===== src/hw/rtl/periodic_timer_table_assert.svh =====
// Assertion macros used by the timer table datapath.
// Each macro takes a label, the clock, the active-low reset, the checked expression and an error message.
`ifndef PERIODIC_TIMER_TABLE_ASSERT_SVH
`define PERIODIC_TIMER_TABLE_ASSERT_SVH
`ifndef SYNTHESIS
`define PTT_ASSERT(lbl, clk_s, rst_n, prop, msg) \
	lbl: assert property (@(posedge clk_s) disable iff (!rst_n) (prop)) else $error(msg);
`define PTT_NEVER(lbl, clk_s, rst_n, expr, msg) \
	lbl: assert property (@(posedge clk_s) disable iff (!rst_n) !(expr)) else $error(msg);
`else
`define PTT_ASSERT(lbl, clk_s, rst_n, prop, msg)
`define PTT_NEVER(lbl, clk_s, rst_n, expr, msg)
`endif
`endif


===== src/hw/rtl/ptt_pkg.sv =====
`default_nettype none
package ptt_pkg;
	// Width of the time, period and event data words.
	localparam int TIME_W = 32;
	// Width of the default period register.
	localparam int DPER_W = 31;
	localparam logic [DPER_W-1:0] DEFAULT_PERIOD_RESET = 31'd1000;

	// Operation codes of an input beat.
	localparam logic [1:0] OP_ADD    = 2'd0;
	localparam logic [1:0] OP_REMOVE = 2'd1;
	localparam logic [1:0] OP_CLEAR  = 2'd2;
	localparam logic [1:0] OP_TICK   = 2'd3;

	// Result kinds.
	localparam logic [1:0] KIND_ADD    = 2'd0;
	localparam logic [1:0] KIND_REMOVE = 2'd1;
	localparam logic [1:0] KIND_FIRE   = 2'd2;

	// Commands from the controller to the datapath.
	typedef struct packed {
		logic load;
		logic clear_all;
		logic scan;
		logic apply;
		logic tick_end;
	} ptt_cmd_t;

	// Status from the datapath to the controller.
	typedef struct packed {
		logic scan_done;
		logic is_tick;
	} ptt_sts_t;
endpackage
`default_nettype wire


===== src/hw/rtl/ptt_ram.sv =====
`default_nettype none
module ptt_ram #(
	parameter int WIDTH = 112,
	parameter int DEPTH = 16
) (
	input  wire logic                                       clk,
	input  wire logic                                       we,
	input  wire logic [((DEPTH > 1) ? $clog2(DEPTH) : 1)-1:0] waddr,
	input  wire logic [WIDTH-1:0]                           wdata,
	input  wire logic [((DEPTH > 1) ? $clog2(DEPTH) : 1)-1:0] raddr,
	output logic      [WIDTH-1:0]                           rdata
);
	logic [WIDTH-1:0] mem_q [DEPTH];
	logic [WIDTH-1:0] rdata_q;

	// One write port and one registered read port.
	always_ff @(posedge clk) begin
		if (we) begin
			mem_q[waddr] <= wdata;
		end
		rdata_q <= mem_q[raddr];
	end

	assign rdata = rdata_q;
endmodule
`default_nettype wire


===== src/hw/rtl/ptt_datapath.sv =====
`default_nettype none
`include "periodic_timer_table_assert.svh"
module ptt_datapath import ptt_pkg::*; #(
	parameter int TIMER_SLOTS = 16,
	parameter int OWNER_BITS  = 16
) (
	input  wire logic                  clk,
	input  wire logic                  arst_n,
	input  wire ptt_cmd_t              cmd,
	output ptt_sts_t                   sts,
	input  wire logic [1:0]            op,
	input  wire logic [OWNER_BITS-1:0] owner_id,
	input  wire logic [TIME_W-1:0]     period,
	input  wire logic [TIME_W-1:0]     event_word,
	input  wire logic [TIME_W-1:0]     now,
	input  wire logic                  cfg_we,
	input  wire logic [DPER_W-1:0]     cfg_wdata,
	output logic                       strobe,
	output logic [1:0]                 kind,
	output logic                       ok,
	output logic [OWNER_BITS-1:0]      fired_owner,
	output logic [TIME_W-1:0]          fired_data,
	output logic                       last
);
	localparam int CNT_W   = $clog2(TIMER_SLOTS + 1);
	localparam int IDX_W   = (TIMER_SLOTS > 1) ? $clog2(TIMER_SLOTS) : 1;
	localparam int ENTRY_W = OWNER_BITS + 3 * TIME_W;

	// Control registers.
	logic [DPER_W-1:0] dper_q;
	logic [CNT_W-1:0]  count_q;
	logic [CNT_W-1:0]  rd_idx_q;
	logic [CNT_W-1:0]  wr_idx_q;
	logic              rd_v_q;
	logic              found_q;
	logic              hold_vld_q;
	logic              strobe_q;

	// Payload registers.
	logic [1:0]            op_q;
	logic [OWNER_BITS-1:0] owner_q;
	logic [TIME_W-1:0]     per_q;
	logic [TIME_W-1:0]     data_q;
	logic [TIME_W-1:0]     now_q;
	logic [IDX_W-1:0]      rd_slot_q;
	logic [IDX_W-1:0]      found_idx_q;
	logic [TIMER_SLOTS-1:0] pend_q;
	logic [OWNER_BITS-1:0] hold_owner_q;
	logic [TIME_W-1:0]     hold_data_q;
	logic [1:0]            kind_q;
	logic                  ok_q;
	logic [OWNER_BITS-1:0] fowner_q;
	logic [TIME_W-1:0]     fdata_q;
	logic                  last_q;

	// Table memory signals.
	logic               ram_we;
	logic [IDX_W-1:0]   ram_waddr;
	logic [ENTRY_W-1:0] ram_wdata;
	logic [ENTRY_W-1:0] ram_rdata;

	logic [OWNER_BITS-1:0] rd_owner;
	logic [TIME_W-1:0]     rd_period;
	logic [TIME_W-1:0]     rd_data;
	logic [TIME_W-1:0]     rd_expiry;

	logic             issue;
	logic             is_tick;
	logic             keep;
	logic             due;
	logic [TIME_W-1:0] new_exp;
	logic             match;
	logic             owner_zero;
	logic             has_room;
	logic             add_ok;
	logic             rem_ok;
	logic [IDX_W-1:0] apply_idx;
	logic             fire_mid;
	logic             fire_end;

	ptt_ram #(
		.WIDTH(ENTRY_W),
		.DEPTH(TIMER_SLOTS)
	) u_table (
		.clk   (clk),
		.we    (ram_we),
		.waddr (ram_waddr),
		.wdata (ram_wdata),
		.raddr (rd_idx_q[IDX_W-1:0]),
		.rdata (ram_rdata)
	);

	// Unpack the entry that was read last cycle.
	assign rd_owner  = ram_rdata[ENTRY_W-1 -: OWNER_BITS];
	assign rd_period = ram_rdata[3*TIME_W-1 -: TIME_W];
	assign rd_data   = ram_rdata[2*TIME_W-1 -: TIME_W];
	assign rd_expiry = ram_rdata[TIME_W-1:0];

	// Sweep, search and compaction decisions.
	always_comb begin
		issue      = cmd.scan && (rd_idx_q < count_q);
		is_tick    = (op_q == OP_TICK);
		keep       = cmd.scan && rd_v_q && is_tick && !pend_q[rd_slot_q];
		due        = (now_q >= rd_expiry);
		new_exp    = now_q + rd_period;
		match      = cmd.scan && rd_v_q && !is_tick && !found_q && (rd_owner == owner_q);
		owner_zero = (owner_q == '0);
		has_room   = (count_q < CNT_W'(TIMER_SLOTS));
		add_ok     = cmd.apply && (op_q == OP_ADD) && !owner_zero && (found_q || has_room);
		rem_ok     = cmd.apply && (op_q == OP_REMOVE) && !owner_zero && found_q;
		apply_idx  = found_q ? found_idx_q : count_q[IDX_W-1:0];
		fire_mid   = keep && due && hold_vld_q;
		fire_end   = cmd.tick_end && hold_vld_q;
	end

	// The write port serves both compaction during a tick and an add.
	always_comb begin
		ram_we = add_ok || keep;
		if (keep) begin
			ram_waddr = wr_idx_q[IDX_W-1:0];
			ram_wdata = {rd_owner, rd_period, rd_data, due ? new_exp : rd_expiry};
		end else begin
			ram_waddr = apply_idx;
			ram_wdata = {owner_q, per_q, data_q, now_q + per_q};
		end
	end

	assign sts.scan_done = (rd_idx_q >= count_q) && !rd_v_q;
	assign sts.is_tick   = is_tick;

	// Control state with reset.
	always_ff @(posedge clk or negedge arst_n) begin
		if (!arst_n) begin
			dper_q     <= DEFAULT_PERIOD_RESET;
			count_q    <= '0;
			rd_idx_q   <= '0;
			wr_idx_q   <= '0;
			rd_v_q     <= 1'b0;
			found_q    <= 1'b0;
			hold_vld_q <= 1'b0;
			strobe_q   <= 1'b0;
		end else begin
			if (cfg_we) begin
				dper_q <= cfg_wdata;
			end
			if (cmd.load) begin
				rd_idx_q   <= '0;
				wr_idx_q   <= '0;
				found_q    <= 1'b0;
				hold_vld_q <= 1'b0;
			end
			rd_v_q <= issue;
			if (issue) begin
				rd_idx_q <= rd_idx_q + CNT_W'(1);
			end
			if (match) begin
				found_q <= 1'b1;
			end
			if (keep) begin
				wr_idx_q <= wr_idx_q + CNT_W'(1);
				if (due) begin
					hold_vld_q <= 1'b1;
				end
			end
			if (cmd.tick_end) begin
				count_q    <= wr_idx_q;
				hold_vld_q <= 1'b0;
			end
			if (add_ok && !found_q) begin
				count_q <= count_q + CNT_W'(1);
			end
			strobe_q <= cmd.apply || fire_mid || fire_end;
		end
	end

	// Payload registers, pending marks and the result beat.
	always_ff @(posedge clk) begin
		if (cmd.load) begin
			op_q    <= op;
			owner_q <= owner_id;
			per_q   <= period[TIME_W-1] ? {1'b0, dper_q} : period;
			data_q  <= event_word;
			now_q   <= now;
		end
		if (cmd.clear_all) begin
			pend_q <= '1;
		end
		rd_slot_q <= rd_idx_q[IDX_W-1:0];
		if (match) begin
			found_idx_q <= rd_slot_q;
		end
		if (keep) begin
			pend_q[wr_idx_q[IDX_W-1:0]] <= 1'b0;
			if (due) begin
				hold_owner_q <= rd_owner;
				hold_data_q  <= rd_data;
			end
		end
		if (add_ok) begin
			pend_q[apply_idx] <= 1'b0;
		end
		if (rem_ok) begin
			pend_q[found_idx_q] <= 1'b1;
		end
		if (cmd.apply) begin
			kind_q   <= (op_q == OP_ADD) ? KIND_ADD : KIND_REMOVE;
			ok_q     <= add_ok || rem_ok;
			fowner_q <= '0;
			fdata_q  <= '0;
			last_q   <= 1'b1;
		end else if (fire_mid || fire_end) begin
			kind_q   <= KIND_FIRE;
			ok_q     <= 1'b0;
			fowner_q <= hold_owner_q;
			fdata_q  <= hold_data_q;
			last_q   <= fire_end;
		end
	end

	assign strobe      = strobe_q;
	assign kind        = kind_q;
	assign ok          = ok_q;
	assign fired_owner = fowner_q;
	assign fired_data  = fdata_q;
	assign last        = last_q;

	// Compaction never writes ahead of the read sweep.
	`PTT_NEVER(a_wr_behind_rd, clk, arst_n, wr_idx_q > rd_idx_q, "compaction overtook read sweep")
	// The fill count stays within the table.
	`PTT_NEVER(a_count_range, clk, arst_n, count_q > CNT_W'(TIMER_SLOTS), "entry count overflow")
	// Add and remove answers are single beats; fired beats never carry ok.
	`PTT_ASSERT(a_answer_last, clk, arst_n, strobe_q && kind_q != KIND_FIRE |-> last_q, "answer without last")
	`PTT_ASSERT(a_fire_not_ok, clk, arst_n, strobe_q && kind_q == KIND_FIRE |-> !ok_q, "fired beat with ok")
endmodule
`default_nettype wire


===== src/hw/rtl/ptt_ctrl.sv =====
`default_nettype none
module ptt_ctrl import ptt_pkg::*; (
	input  wire logic     clk,
	input  wire logic     arst_n,
	input  wire logic     start,
	input  wire logic [1:0] op,
	input  wire ptt_sts_t sts,
	output logic          busy,
	output ptt_cmd_t      cmd
);
	localparam logic [1:0] S_IDLE  = 2'd0;
	localparam logic [1:0] S_SCAN  = 2'd1;
	localparam logic [1:0] S_APPLY = 2'd2;
	localparam logic [1:0] S_TEND  = 2'd3;

	logic [1:0] state_q;
	logic [1:0] state_d;

	// Next state and datapath commands.
	always_comb begin
		state_d = state_q;
		cmd     = '0;
		unique case (state_q)
			S_IDLE: begin
				if (start) begin
					cmd.load = 1'b1;
					unique case (op) inside
						OP_CLEAR: cmd.clear_all = 1'b1;
						OP_ADD, OP_REMOVE, OP_TICK: state_d = S_SCAN;
						default: state_d = S_IDLE;
					endcase
				end
			end
			S_SCAN: begin
				cmd.scan = 1'b1;
				if (sts.scan_done) begin
					state_d = sts.is_tick ? S_TEND : S_APPLY;
				end
			end
			S_APPLY: begin
				cmd.apply = 1'b1;
				state_d   = S_IDLE;
			end
			S_TEND: begin
				cmd.tick_end = 1'b1;
				state_d      = S_IDLE;
			end
			default: state_d = S_IDLE;
		endcase
	end

	// State register.
	always_ff @(posedge clk or negedge arst_n) begin
		if (!arst_n) begin
			state_q <= S_IDLE;
		end else begin
			state_q <= state_d;
		end
	end

	assign busy = (state_q != S_IDLE);
endmodule
`default_nettype wire


===== src/hw/rtl/periodic_timer_table.sv =====
// Periodic timer table. A command beat is taken when start is high and busy is low. Add and
// remove sweep the table through its single read port, one slot per cycle, while busy is high,
// and answer with one strobe in the same cycle that busy falls. A tick walks and compacts every
// occupied slot the same way and strobes one beat per due timer, in table order; the beat with
// last set is the final one, and a tick with nothing due gives none. A clear does not raise
// busy and gives no beat.
// Result beats are held for exactly one cycle and cannot be stalled, so the receiver must
// capture every strobe. default_period may be written at any idle cycle through cfg_we.
`default_nettype none
module periodic_timer_table import ptt_pkg::*; #(
	parameter int TIMER_SLOTS = 16,
	parameter int OWNER_BITS  = 16
) (
	input  wire logic                  clk,
	input  wire logic                  arst_n,
	input  wire logic                  start,
	output logic                       busy,
	input  wire logic [1:0]            op,
	input  wire logic [OWNER_BITS-1:0] owner_id,
	input  wire logic [TIME_W-1:0]     period,
	input  wire logic [TIME_W-1:0]     event_word,
	input  wire logic [TIME_W-1:0]     now,
	input  wire logic                  cfg_we,
	input  wire logic [DPER_W-1:0]     cfg_wdata,
	output logic                       strobe,
	output logic [1:0]                 kind,
	output logic                       ok,
	output logic [OWNER_BITS-1:0]      fired_owner,
	output logic [TIME_W-1:0]          fired_data,
	output logic                       last
);
	ptt_cmd_t cmd;
	ptt_sts_t sts;

	// Sequencer for add, remove, clear and tick.
	ptt_ctrl u_ctrl (
		.clk    (clk),
		.arst_n (arst_n),
		.start  (start),
		.op     (op),
		.sts    (sts),
		.busy   (busy),
		.cmd    (cmd)
	);

	// Table memory, sweep counters and result register.
	ptt_datapath #(
		.TIMER_SLOTS(TIMER_SLOTS),
		.OWNER_BITS (OWNER_BITS)
	) u_datapath (
		.clk         (clk),
		.arst_n      (arst_n),
		.cmd         (cmd),
		.sts         (sts),
		.op          (op),
		.owner_id    (owner_id),
		.period      (period),
		.event_word  (event_word),
		.now         (now),
		.cfg_we      (cfg_we),
		.cfg_wdata   (cfg_wdata),
		.strobe      (strobe),
		.kind        (kind),
		.ok          (ok),
		.fired_owner (fired_owner),
		.fired_data  (fired_data),
		.last        (last)
	);
endmodule
`default_nettype wire


===== config.mk =====
export PLATFORM = sky130hd
export DESIGN_NAME = periodic_timer_table
export DESIGN_NICKNAME = d
export VERILOG_FILES = /design/src/hw/rtl/ptt_pkg.sv /design/src/hw/rtl/ptt_ram.sv /design/src/hw/rtl/ptt_datapath.sv /design/src/hw/rtl/ptt_ctrl.sv /design/src/hw/rtl/periodic_timer_table.sv
export VERILOG_INCLUDE_DIRS = /design/src /design/src/hw/rtl
export SDC_FILE = /design/constraint.sdc
export NUM_CORES = 2
export LEC_CHECK = 0
export ABC_CLOCK_PERIOD_IN_PS = 8300
export BUFFER_PORTS_ARGS = -buffer_cell sky130_fd_sc_hd__buf_2
export CORE_MARGIN = 5
export CORE_UTILIZATION = 55
export CTS_CLUSTER_DIAMETER = 40
export CTS_CLUSTER_SIZE = 8
export DETAILED_ROUTE_END_ITERATION = 8
export HOLD_SLACK_MARGIN = 0.15
export PLACE_DENSITY = 0.81
export SYNTH_ARGS = -nofsm -noshare
export SYNTH_HDL_FRONTEND = slang
export SYNTH_SLANG_ARGS = --single-unit

===== constraint.sdc =====
create_clock -name clk -period 8.3 [get_ports clk]
set_clock_uncertainty 0.05 [all_clocks]
set_input_delay 0.83 -clock clk [delete_from_list [all_inputs] [get_ports clk]]
set_output_delay 0.83 -clock clk [all_outputs]
set_load 0.03 [all_outputs]

==> results.toml <==
[run_status]
status = "completed"

[finish]
design_area_um2 = 100000
nNetsFinal = 4920
final_common_cell = "edfxtp_1"
drive_gt1_share_pct = 28.6
antenna_cells = 0
final_cell_mix = "edfxtp_1 (1960), mux4_2 (564), clkbuf_16 (351)"
syn2layout_area_growth_pct = 17.5

[clock_network]
cts_resized = 0
cts_hold_buf = 108
cts_tree = "done"
cts_setup_buffers = 0
clk_latency_ns = 0.92
clkTransAtPathRegs_ns = 0.05
clock-sinks = 2193
numCtsBuffers = 344
h-tree-depth = 5
cts_root_buffer = "clkbuf_16"
clock_path_buffers = 4

[grt]
first_global_vias = 47319
grt_pass1_wl_um = 319000
top_usage_layer = "met2"
grt_use_total_pct = 26.9
use_met1_pct = 35.6
grt_use_met3_pct = 6.79
overflow = 0
grt_max_degree = 145
antenna_found_initial = 7
grtUsageMet2_pct = 43.4

[floorplanning]
ioPinCount = 203
die_area_um2 = 163000
rows = 144
die_w_um = 404
core_um2 = 154000
initial_core_util_pct = 55.3
die_y_um = 404

[synth]
synth_edf_count = 1960
syn-cell-area_um2 = 85400
synthTopCellsByArea = "edfxtp_1 (69%), mux4_2 (15%), dfxtp_1 (4.2%)"
yosysSeqAreaShare_pct = 74.7
syn_inst = 4134
syn-num-nets = 4390
synth_seq_cells = 2193
avgSynthCellArea_um2 = 20.6
synth_ff_type = "edfxtp_1"
synth.top_cell.area_share_pct = 68.9
yosysTopAreaCell = "edfxtp_1"
synthDistinctLibCells = 75
yosysWarnings = 0
synth-async-reset-ratio_pct = 2.37

[routing]
wirelength_um = 220000
first_pass_iters = 7
drt_iter0_drc = 5963
ant_nets = 0
drc = 0
routedWlPerCell_um = 31.6
vias_per_cell = 6.50
via_count = 45252

[pwr]
ir_worst_vdd_v = 0.000276
power_density_nw_per_um2 = 353
p_switching_mw = 10.1
seqPwrFrac_pct = 40.6
switching_share_pct = 28.6
p_leak_nw = 33.0
combPwrFrac_pct = 23.1
p_clk_share_pct = 36.3
internal-power_mw = 25.3

[timing]
setup_tns_ns = 0
relSlewSlack_pct = 10.4
grt_setup_unrepaired = "no"
maxSlewViolCount = 0
finalSetupViolCount = 0
period_minus_slack_ns = 5.36
fmax_ghz = 0.187
hold_viol_final = 0
worst_slew_pin_slew_ns = 1.31
finalCritPeriodShare_pct = 64.6

[hold_path]
hp-class = "in -> reg"

[setup_path]
cp_max_fo = 53
cp-end-kind = "register"
crit_arrival_ns = 5.77
startpoint_type = "register"
worstSetupPathType = "reg -> reg"
slowest_delay_ns = 0.92
crit_chain = "mux4_2, nor2b_1, a211oi_1, a21oi_1, nor3_4, buf_4, nand2_1, nor2_1, a21oi_1, nor2_4, buf_4"
cp_slowest_cell = "buf_4"
required_ns = 8.71

[placement]
gp_congestion = 0.895
hpwl_um = 109000
placed_area_um2 = 89000
port_buffers = 202

[flow_run]
drv_cap = 0
==> metal layers <==
layer / share of wire (%) / up-vias / wire [um]
met2: 49 / 3125 / 108000
met4: 4.5 / 6 / 9860
met1: 36 / 23399 / 78500
li1: - / 18149 / -
met5: 0.018 / - / 39
met3: 11 / 573 / 23100
==> critical path: cells and delay by family, from the launching register on <==
kind | cells | cell delay (ns)
AOI/OAI and AO/OA | 3 | 0.59
buffers and inverters | 2 | 1.64
DFF | 1 | 0.48
muxes | 1 | 0.53
and+or+nand+nor | 5 | 1.61
==> registers in the layout, summed over array words and instances, names as in the netlist, 2 cells and up <==
name                      cells
u_datapath.per_q             31
u_datapath.wr_idx_q           5
u_datapath.found_idx_q        4
u_datapath.pend_q            16
u_datapath.data_q            32
u_datapath.u_table.rdata    112
u_datapath.rd_slot_q          4
u_datapath.kind               2
u_datapath.u_table.mem_q   1792
u_datapath.count_q            5
u_datapath.hold_owner_q      16
u_datapath.rd_idx_q           5
u_datapath.owner_q           16
u_datapath.dper_q            31
u_datapath.fired_data        32
u_ctrl.state_q                2
u_datapath.op_q               2
u_datapath.hold_data_q       32
u_datapath.fired_owner       16
u_datapath.now_q             32
==> kinds of logic after synthesis <==
kind of cell             count (synthesis)  share of synthesized area (%)
XOR/XNOR                                72                          0.739
adder cells (fa/ha/maj)                107                           1.59
AND/OR/NAND/NOR                        419                           2.20
flip-flops                            2193                           74.7
buffers and inverters                  254                           1.20
AO/OA/AOI/OAI                          378                           2.74
multiplexers                           711                           16.8
==> synthesized netlist by cell type, types with 6 or more instances <==
master / number
o221ai_1: 15
buf_1: 44
nor2b_1: 12
a21o_1: 39
nand2b_1: 15
o21a_1: 14
o21ai_0: 81
a21oi_1: 151
inv_1: 66
mux2i_1: 6
buf_2: 15
xnor2_1: 42
a31oi_1: 8
ha_1: 105
nand3_1: 33
o211ai_1: 9
dfstp_2: 6
edfxtp_1: 1960
nand2_1: 186
xor2_1: 30
mux4_2: 564
o21bai_1: 6
and3_1: 8
and2_1: 9
mux2_2: 141
nor2_1: 94
clkbuf_1: 120
nand4_1: 21
dfrtp_1: 46
nor4_1: 8
dfxtp_1: 181
nor3_1: 13
==> per-stage QoR <==
stage	cells	hold WS, ns	setup WS [ns]	power [mW]	util [%]
CTS	6964	0.152	2.93	35.5	65.0
detailed placement	6254	0.362	3.06	22.4	57.7
floorplan	4134	0.322	0.705	19.9	-
global placement	6254	0.356	3.15	22.2	57.7
global route	6964	0.177	2.77	36.7	65.0
finish	6964	0.197	2.94	35.4	65.0
==> path summary, 6_finish.rpt <==
kind,startpoint,slack [ns],cells after the start,endpoint
min,period[17],0.20,2,u_datapath.per_q[17]
min in group asynchronous,arst_n,0.59,2,u_datapath.dper_q[22]
max reg2reg,u_datapath.rd_slot_q[0],2.94,11,u_datapath.u_table.mem_q[11][16]
max,u_datapath.rd_slot_q[0],2.94,11,u_datapath.u_table.mem_q[11][16]
min reg2reg,u_datapath.u_table.rdata[39],0.37,0,u_datapath.hold_data_q[7]
max in group asynchronous,arst_n,6.88,2,u_datapath.rd_idx_q[1]
==> power groups by stage <==
stage | Combinational [mW] | Sequential (mW) | Clock (mW)
3_5_place_dp | 7.86 | 14.5 | 0
2_1_floorplan | 5.83 | 14.1 | 0
3_3_place_gp | 7.70 | 14.5 | 0
4_1_cts | 8.13 | 14.4 | 13.0
5_1_grt | 8.73 | 14.4 | 13.6
6_report | 8.18 | 14.4 | 12.9
==> area by class of cell <==
type / count / area, um2
clock buffers: 569 / 9730
clock inverters: 33 / 444
fillers: 9539 / 54000
inverters: 67 / 256
multi-input cells: 1687 / 20700
flip-flops and latches: 2193 / 63800
well taps: 2044 / 2560
repair buffers: 371 / 2780
Note: power is estimated with default switching activity, not from simulation.
